==> config.mk <==
export PLATFORM = sky130hd
export DESIGN_NAME = palette_quantize_rle_encoder
export DESIGN_NICKNAME = d
export VERILOG_FILES = /design/src/rtl/pqr_pkg.sv /design/src/rtl/pqr_cell.sv /design/src/rtl/pqr_chain.sv /design/src/rtl/palette_quantize_rle_encoder.sv
export SDC_FILE = /design/constraint.sdc
export NUM_CORES = 2
export LEC_CHECK = 0
export ABC_AREA = 1
export BUFFER_PORTS_ARGS = -buffer_cell sky130_fd_sc_hd__buf_2
export CAP_MARGIN = 5
export CORE_MARGIN = 1.5
export CORE_UTILIZATION = 65
export DETAILED_ROUTE_END_ITERATION = 10
export GPL_TIMING_DRIVEN = 0
export MAX_ROUTING_LAYER = met4
export PLACE_DENSITY = 0.82
export SYNTH_ARGS = -nofsm -noshare
export SYNTH_HDL_FRONTEND = slang
export SYNTH_SLANG_ARGS = --single-unit
==> constraint.sdc <==
create_clock -name aclk -period 6.2 [get_ports aclk]
set_clock_uncertainty 0.1 [all_clocks]
set_input_delay 0.62 -clock aclk [delete_from_list [all_inputs] [get_ports aclk]]
set_output_delay 0.62 -clock aclk [all_outputs]
set_load 0.02 [all_outputs]
==> src/rtl/pqr_pkg.sv <==
// Shared types and constants for the palette quantize run-length encoder.
`timescale 1ns / 1ps
`default_nettype none
package pqr_pkg;

    localparam int PAL_ENTRIES = 15;
    localparam int IDX_W       = 4;
    localparam int RGB_W       = 24;
    localparam int LEN_W       = 8;
    localparam int DIST_W      = 11;

    localparam logic [DIST_W-1:0] WEIGHT_START = DIST_W'(256 * 4);
    localparam logic [LEN_W-1:0]  MAX_LEN_4BIT = 8'h0F;
    localparam logic [LEN_W-1:0]  MAX_LEN_8BIT = 8'hFF;
    localparam logic [IDX_W-1:0]  PAL_LIMIT    = IDX_W'(PAL_ENTRIES);

    typedef enum logic [1:0] {
        REG_RLE_MODE    = 2'd0,
        REG_USE_TRANS   = 2'd1,
        REG_TRANS_COLOR = 2'd2,
        REG_PAL_COUNT   = 2'd3
    } cfg_reg_t;

    typedef enum logic [2:0] {
        ST_IDLE,
        ST_START,
        ST_WAIT,
        ST_LEN,
        ST_IDX
    } enc_state_t;

    // Candidate that travels down the cell row.
    typedef struct packed {
        logic              vld;
        logic [RGB_W-1:0]  rgb;
        logic [DIST_W-1:0] best_w;
        logic [IDX_W-1:0]  best_idx;
    } srch_t;

    // Palette write bus shared by all cells.
    typedef struct packed {
        logic             we;
        logic [IDX_W-1:0] slot;
        logic [RGB_W-1:0] color;
    } pal_wr_t;

endpackage
`default_nettype wire

==> src/rtl/pqr_cell.sv <==
// One palette cell: holds one entry and updates the passing nearest-color candidate.
`timescale 1ns / 1ps
`default_nettype none
module pqr_cell import pqr_pkg::*; (
    input  wire logic             aclk,
    input  wire logic             aresetn,
    input  wire logic [IDX_W-1:0] cell_id,
    input  wire logic [IDX_W-1:0] count,
    input  pal_wr_t               wr,
    input  srch_t                 srch_in,
    output srch_t                 srch_out
);

    logic [RGB_W-1:0] entry_reg;
    srch_t            srch_reg;
    srch_t            srch_next;
    logic [7:0]       dr, dg, db;
    logic [DIST_W-1:0] sad;

    always_comb begin
        dr = (entry_reg[23:16] > srch_in.rgb[23:16]) ? entry_reg[23:16] - srch_in.rgb[23:16]
                                                      : srch_in.rgb[23:16] - entry_reg[23:16];
        dg = (entry_reg[15:8] > srch_in.rgb[15:8]) ? entry_reg[15:8] - srch_in.rgb[15:8]
                                                    : srch_in.rgb[15:8] - entry_reg[15:8];
        db = (entry_reg[7:0] > srch_in.rgb[7:0]) ? entry_reg[7:0] - srch_in.rgb[7:0]
                                                  : srch_in.rgb[7:0] - entry_reg[7:0];
        sad = DIST_W'(dr) + DIST_W'(dg) + DIST_W'(db);
        srch_next = srch_in;
        // strict less-than keeps the lowest index on ties
        if (cell_id <= count && sad < srch_in.best_w) begin
            srch_next.best_w   = sad;
            srch_next.best_idx = cell_id;
        end
    end

    always_ff @(posedge aclk) begin
        if (wr.we && wr.slot == cell_id) begin
            entry_reg <= wr.color;
        end
        if (!aresetn) begin
            srch_reg.vld <= 1'b0;
        end else begin
            srch_reg.vld <= srch_next.vld;
        end
        srch_reg.rgb      <= srch_next.rgb;
        srch_reg.best_w   <= srch_next.best_w;
        srch_reg.best_idx <= srch_next.best_idx;
    end

    assign srch_out = srch_reg;

endmodule
`default_nettype wire

==> src/rtl/pqr_chain.sv <==
// Row of palette cells, one candidate hop per cycle.
`timescale 1ns / 1ps
`default_nettype none
module pqr_chain import pqr_pkg::*; (
    input  wire logic             aclk,
    input  wire logic             aresetn,
    input  wire logic [IDX_W-1:0] count,
    input  pal_wr_t               wr,
    input  srch_t                 srch_in,
    output srch_t                 srch_out
);

    srch_t link [0:PAL_ENTRIES];

    assign link[0] = srch_in;

    for (genvar k = 0; k < PAL_ENTRIES; k++) begin : g_cell
        pqr_cell u_cell (
            .aclk     (aclk),
            .aresetn  (aresetn),
            .cell_id  (IDX_W'(k + 1)),
            .count    (count),
            .wr       (wr),
            .srch_in  (link[k]),
            .srch_out (link[k+1])
        );
    end

    assign srch_out = link[PAL_ENTRIES];

endmodule
`default_nettype wire

==> src/rtl/palette_quantize_rle_encoder.sv <==
// Top level: run builder, emit sequencer and palette cell row.
//
//  channel | direction | payload
//  s_*     | in        | tdata: color[23:0], slot[27:24]; tuser: palette write; tlast: last_pixel
//  m_*     | out       | tdata: out_byte[7:0]; tuser: last_of_item; tlast: end_of_sprite
//  cfg_*   | in        | register write, index 0..3
//
// A palette write or a pixel that closes no run is taken without leaving the idle state.
// Each closed run passes the start state, then the palette cell row (skipped for
// a transparent hit), then emits its output bytes; a flush can close two runs.
// Reset is synchronous; palette entries are not cleared.
// A stalled output holds the sequencer in its byte state.
`timescale 1ns / 1ps
`default_nettype none
module palette_quantize_rle_encoder import pqr_pkg::*; (
    input  wire logic        aclk,
    input  wire logic        aresetn,
    input  wire logic        s_tvalid,
    output logic             s_tready,
    input  wire logic [31:0] s_tdata,   // color[23:0], slot[27:24], zero[31:28]
    input  wire logic        s_tuser,   // palette write
    input  wire logic        s_tlast,
    output logic             m_tvalid,
    input  wire logic        m_tready,
    output logic [7:0]       m_tdata,   // out_byte[7:0]
    output logic             m_tuser,   // last_of_item
    output logic             m_tlast,
    input  wire logic        cfg_we,
    input  wire logic [1:0]  cfg_addr,
    input  wire logic [23:0] cfg_wdata
);

    logic             rle_mode_reg, use_trans_reg;
    logic [RGB_W-1:0] trans_color_reg;
    logic [IDX_W-1:0] pal_count_reg;

    logic [RGB_W-1:0] run_color_reg, run_color_next;
    logic [LEN_W-1:0] run_len_reg, run_len_next;
    logic             run_open_reg, run_open_next;

    logic [RGB_W-1:0] job_col_reg [0:1];
    logic [RGB_W-1:0] job_col_next [0:1];
    logic [LEN_W-1:0] job_len_reg [0:1];
    logic [LEN_W-1:0] job_len_next [0:1];
    logic [1:0]       job_vld_reg, job_vld_next;
    logic             cur_reg, cur_next;
    logic [IDX_W-1:0] idx_reg, idx_next;

    enc_state_t state_reg, state_next;

    logic       out_vld_reg, out_vld_next;
    logic [7:0] out_byte_reg, out_byte_next;
    logic       out_loi_reg, out_loi_next;
    logic       out_eos_reg, out_eos_next;

    srch_t            inj;
    srch_t            res;
    pal_wr_t          wr;
    logic [IDX_W-1:0] count;
    logic             accept, out_free, final_job, extend;
    logic [LEN_W-1:0] max_len;
    logic [RGB_W-1:0] pix;
    logic [RGB_W-1:0] new_col;
    logic [LEN_W-1:0] new_len;

    assign pix      = s_tdata[23:0];
    assign accept   = s_tvalid && s_tready;
    assign out_free = !out_vld_reg || m_tready;
    assign count    = (pal_count_reg > PAL_LIMIT) ? PAL_LIMIT : pal_count_reg;
    assign max_len  = rle_mode_reg ? MAX_LEN_8BIT : MAX_LEN_4BIT;
    assign extend   = run_open_reg && pix == run_color_reg && run_len_reg < max_len;
    assign final_job = cur_reg || !job_vld_reg[1];

    assign wr.we    = accept && s_tuser;
    assign wr.slot  = s_tdata[27:24];
    assign wr.color = pix;

    always_ff @(posedge aclk) begin
        if (!aresetn) begin
            rle_mode_reg    <= 1'b0;
            use_trans_reg   <= 1'b0;
            trans_color_reg <= '0;
            pal_count_reg   <= PAL_LIMIT;
        end else if (cfg_we) begin
            case (cfg_reg_t'(cfg_addr))
                REG_RLE_MODE:    rle_mode_reg    <= cfg_wdata[0];
                REG_USE_TRANS:   use_trans_reg   <= cfg_wdata[0];
                REG_TRANS_COLOR: trans_color_reg <= cfg_wdata;
                REG_PAL_COUNT:   pal_count_reg   <= cfg_wdata[IDX_W-1:0];
                default:         ;
            endcase
        end
    end

    always_comb begin
        state_next     = state_reg;
        run_color_next = run_color_reg;
        run_len_next   = run_len_reg;
        run_open_next  = run_open_reg;
        job_col_next   = job_col_reg;
        job_len_next   = job_len_reg;
        job_vld_next   = job_vld_reg;
        cur_next       = cur_reg;
        idx_next       = idx_reg;
        out_vld_next   = out_vld_reg && !m_tready;
        out_byte_next  = out_byte_reg;
        out_loi_next   = out_loi_reg;
        out_eos_next   = out_eos_reg;
        s_tready       = 1'b0;
        inj            = '0;
        inj.rgb        = job_col_reg[cur_reg];
        inj.best_w     = WEIGHT_START;
        new_col        = pix;
        new_len        = 8'd1;

        case (state_reg)
            ST_IDLE: begin
                s_tready = 1'b1;
                if (accept && !s_tuser) begin
                    if (extend) begin
                        new_col = run_color_reg;
                        new_len = run_len_reg + 8'd1;
                    end
                    job_col_next[0] = run_color_reg;
                    job_len_next[0] = run_len_reg;
                    job_col_next[1] = new_col;
                    job_len_next[1] = new_len;
                    job_vld_next    = {s_tlast, run_open_reg && !extend};
                    cur_next        = !(run_open_reg && !extend);
                    if (s_tlast) begin
                        run_open_next = 1'b0;
                        run_len_next  = '0;
                    end else begin
                        run_open_next = 1'b1;
                        run_len_next  = new_len;
                    end
                    run_color_next = new_col;
                    if (s_tlast || (run_open_reg && !extend)) begin
                        state_next = ST_START;
                    end
                end
            end
            ST_START: begin
                if (use_trans_reg && job_col_reg[cur_reg] == trans_color_reg) begin
                    idx_next   = '0;
                    state_next = ST_LEN;
                end else begin
                    inj.vld    = 1'b1;
                    state_next = ST_WAIT;
                end
            end
            ST_WAIT: begin
                if (res.vld) begin
                    idx_next   = res.best_idx;
                    state_next = ST_LEN;
                end
            end
            ST_LEN: begin
                if (out_free) begin
                    out_vld_next = 1'b1;
                    if (rle_mode_reg) begin
                        out_byte_next = job_len_reg[cur_reg];
                        out_loi_next  = 1'b0;
                        out_eos_next  = 1'b0;
                        state_next    = ST_IDX;
                    end else begin
                        out_byte_next = {job_len_reg[cur_reg][3:0], idx_reg};
                        out_loi_next  = final_job;
                        out_eos_next  = cur_reg;
                        if (final_job) begin
                            state_next = ST_IDLE;
                        end else begin
                            cur_next   = 1'b1;
                            state_next = ST_START;
                        end
                    end
                end
            end
            ST_IDX: begin
                if (out_free) begin
                    out_vld_next  = 1'b1;
                    out_byte_next = {{(8-IDX_W){1'b0}}, idx_reg};
                    out_loi_next  = final_job;
                    out_eos_next  = cur_reg;
                    if (final_job) begin
                        state_next = ST_IDLE;
                    end else begin
                        cur_next   = 1'b1;
                        state_next = ST_START;
                    end
                end
            end
            default: state_next = ST_IDLE;
        endcase
    end

    always_ff @(posedge aclk) begin
        if (!aresetn) begin
            state_reg     <= ST_IDLE;
            run_color_reg <= '0;
            run_len_reg   <= '0;
            run_open_reg  <= 1'b0;
            job_vld_reg   <= '0;
            cur_reg       <= 1'b0;
            out_vld_reg   <= 1'b0;
        end else begin
            state_reg     <= state_next;
            run_color_reg <= run_color_next;
            run_len_reg   <= run_len_next;
            run_open_reg  <= run_open_next;
            job_vld_reg   <= job_vld_next;
            cur_reg       <= cur_next;
            out_vld_reg   <= out_vld_next;
        end
        job_col_reg  <= job_col_next;
        job_len_reg  <= job_len_next;
        idx_reg      <= idx_next;
        out_byte_reg <= out_byte_next;
        out_loi_reg  <= out_loi_next;
        out_eos_reg  <= out_eos_next;
    end

    pqr_chain u_chain (
        .aclk     (aclk),
        .aresetn  (aresetn),
        .count    (count),
        .wr       (wr),
        .srch_in  (inj),
        .srch_out (res)
    );

    assign m_tvalid = out_vld_reg;
    assign m_tdata  = out_byte_reg;
    assign m_tuser  = out_loi_reg;
    assign m_tlast  = out_eos_reg;

endmodule
`default_nettype wire

==> results.ini <==
[floorplan]
design.die.area_sq_mm = 0.1139
ios = 77
initial_core_util_pct = 65.62
rows = 122
die_w_um = 337.5
die_h_um = 337.5
core_sq_mm = 0.1108

[sta]
period_share_pct = 94.16
hold_viol_final = 0
worstMarginPinSlew_ns = 1.228
max_freq_ghz = 0.1713
tns_ns = 0
finalSetupViolations = 0
maxSlewViolCount = 0
relSlewSlack_pct = 17.94
fin_crit_ns = 5.838

[final_layout]
ff_latch_area_sq_mm = 0.02562
finalNetCount = 10160
final_cell_mix = 1,862 x inv_1, 1,527 x nand2_1, 911 x ha_1, 657 x a21oi_1, 623 x dfxtp_1
drive_gt1_share_pct = 6.650
multi_input_area_sq_mm = 0.03922
final_common_cell = inv_1
largest_register_ffs = 554
fillers = 8724
syn_to_final_growth_pct = 8.854

[clocking]
clock_latency_ns = 0.74
cts-htree-levels = 3
clk_pin_slew_ns = 0.07
cts_sinks = 1061
cts_buffers = 112
cts_tree = yes
root_buffer = clkbuf_16
clk_path_buf_depth = 3

[yosys]
ys_ff_latch = 1061
synth_xor_xnor_area_share_pct = 4.926
synth_compound_area_share_pct = 12.17
ys.warnings.count = 0
synth_edf_count = 438
async_flop_share_pct = 0
ys_seq_area_share_pct = 35.24
synthMuxAreaShare_pct = 0.8930
synth_nets = 9962
yosys.area_share.simple_pct = 13.93
synthCells = 8761
synth_cell_types = 52
synth_flop_cell = dfxtp_1
syn_avg_cell_area_sq_um = 8.300
syn_area_sq_mm = 0.07272
synth_fa_ha_area_share_pct = 21.87
synth_top_family_by_area = adder cells

[global_route]
antenna_found_initial = 14
grt_pass1_vias = 55930
grt_max_degree = 54
grt_usage_pct = 34.62
grt_pass1_wl_um = 298300
gr-total-overflow = 0

[status]
status = complete, but fails checks
violations = DRC

[critical_path]
worst_r2r_path_depth = 27
cp-end-kind = register
crit_top_cell = inv_1
worstPathArrival_ns = 6.29
cp_slowest_stage_delay_ns = 0.55
crit_type = reg -> reg
reg2reg_to = u_chain.g_cell[5].u_cell.srch_out[5]
crit-reg2reg-launch = u_chain.g_cell[4].u_cell.srch_out[24]
start_kind = register
r2r_setup_slack_ns = 0.36
crit_slowest_cell = dfxtp_1
cp_top_family = compound AO/OA/AOI/OAI gates
critical_path_peak_fanout = 12
critPathBufInv = 7
crit_required_ns = 6.65

[routing]
drc = 1
via_per_inst = 5.550
firstDrtPassIters = 9
wl_per_cell_um = 18.22
dr_total_vias = 58530
routed_wl_um = 192100
drtIter0Drc = 5177
ant_nets = 0

[place]
dpl.hpwl_um = 147900
io_buffers = 72
place.gp.congestion = 1.002

[min_path]
hold_class = in -> reg
whs_path_depth = 3
hold_end = trans_color_reg[6]
min_from = cfg_wdata[6]

[job]
drv_cap = 0

per-stage QoR:
step	cells	util (%)	setup WS (ns)	hold WS [ns]	area, sq um
global placement	10320	67.62	0.5309	0.2354	74940
floorplan	8761	-	1.223	0.2308	72720
finish	10550	71.43	0.3622	0.06224	79160
CTS	10540	71.37	0.3038	0.02262	79100
global route	10550	71.42	-0.01312	0.05218	79150
detailed placement	10330	67.83	0.3990	0.2384	75170
routing by layer:
layer	share of wire (%)	GRT usage, %	wire [um]	vias up
met5	0	-	0	-
met4	4.2	12.78	7983	0
met3	7.5	4.285	14460	435
met2	46	55.88	89090	2150
met1	42	44.77	80610	27500
li1	-	-	-	28450
worst reg2reg max path: stages (launching register included):
cell and delay (ns):
dfxtp_1 0.55, inv_1 0.15, fa_1 0.41, inv_1 0.09, o21ai_0 0.17, a21oi_1 0.17
nand2_1 0.06, nand2_1 0.07, buf_2 0.21, nand2_1 0.07, o21ai_0 0.11, xor2_1 0.18
fa_1 0.53, inv_1 0.05, ha_1 0.29, inv_1 0.07, o21ai_0 0.31, a21oi_1 0.14
o21bai_1 0.23, xor2_1 0.22, inv_1 0.07, ha_1 0.27, nand2_1 0.05, nor2_1 0.14
nand3_1 0.10, nand3_1 0.15, inv_1 0.20, o21ai_0 0.50
kinds of logic (layout without fill, tap and decap cells):
family                   Yosys count  in the layout
flip-flops                      1061           1061
adder cells (fa/ha/maj)         1136           1136
AO/OA/AOI/OAI                   1573           1573
other                              0              6
AND/OR/NAND/NOR                 2446           2446
buffers and inverters           2078           2370
XOR/XNOR                         409            409
multiplexers                      58             58
final cells by class:
| cell class | count | area share [%] |
|---|---|---|
| multi-input combinational | 5622 | 49.55 |
| sequential | 1061 | 32.37 |
| inverter | 1869 | 8.863 |
| clock buffer | 143 | 4.056 |
| tap | 1488 | 2.352 |
| buffer | 206 | 1.222 |
| clock inverter | 70 | 0.8962 |
| timing repair buffer | 82 | 0.6670 |
| antenna | 6 | 0.01897 |
what timing repair did:
action / CTS / global route
gates resized for setup: 0 / 35
hold endpoints to repair: 1 / 0
endpoints found under the setup margin: 0 / 78
hold buffers: 1 / 0
setup buffers: 0 / 2
synthesized netlist by cell type (26+ instances only):
master	count	share of area, %
o211ai_2	28	0.48
nand2_1	1529	7.9
mux2_2	55	0.85
edfxtp_1	438	18
clkbuf_1	70	0.36
a21oi_1	657	4.5
o21ai_0	596	4.1
nand2_2	31	0.27
ha_1	911	16
buf_2	110	0.76
xnor2_1	37	0.45
clkbuf_2	26	0.18
nand3_1	305	2.1
a31oi_1	33	0.28
or2_2	29	0.25
a21o_1	59	0.61
fa_1	225	6.2
nand4_1	69	0.59
dfxtp_1	623	17
xor2_1	372	4.5
inv_1	1862	9.6
o211ai_1	74	0.76
o221ai_1	77	0.93
nand2b_1	27	0.23
nor3_1	42	0.29
nor2_1	373	1.9
worst max-delay path by stage:
stage / from / to / cells past startpoint
3_5_place_dp: u_chain.g_cell[4].u_cell.entry_reg[0] / u_chain.g_cell[4].u_cell.srch_out[6] / 30
6_report: u_chain.g_cell[4].u_cell.srch_out[24] / u_chain.g_cell[5].u_cell.srch_out[5] / 27
3_3_place_gp: u_chain.g_cell[6].u_cell.srch_out[31] / u_chain.g_cell[7].u_cell.srch_out[7] / 29
5_1_grt: u_chain.g_cell[4].u_cell.entry_reg[0] / u_chain.g_cell[4].u_cell.srch_out[12] / 31
4_1_cts: u_chain.g_cell[6].u_cell.srch_out[31] / u_chain.g_cell[7].u_cell.srch_out[5] / 26
2_1_floorplan: u_chain.g_cell[2].u_cell.entry_reg[0] / u_chain.g_cell[2].u_cell.srch_out[0] / 27
Power is not shown: default switching activity piles up to over one toggle a cycle in this logic, so the estimate is an artifact.
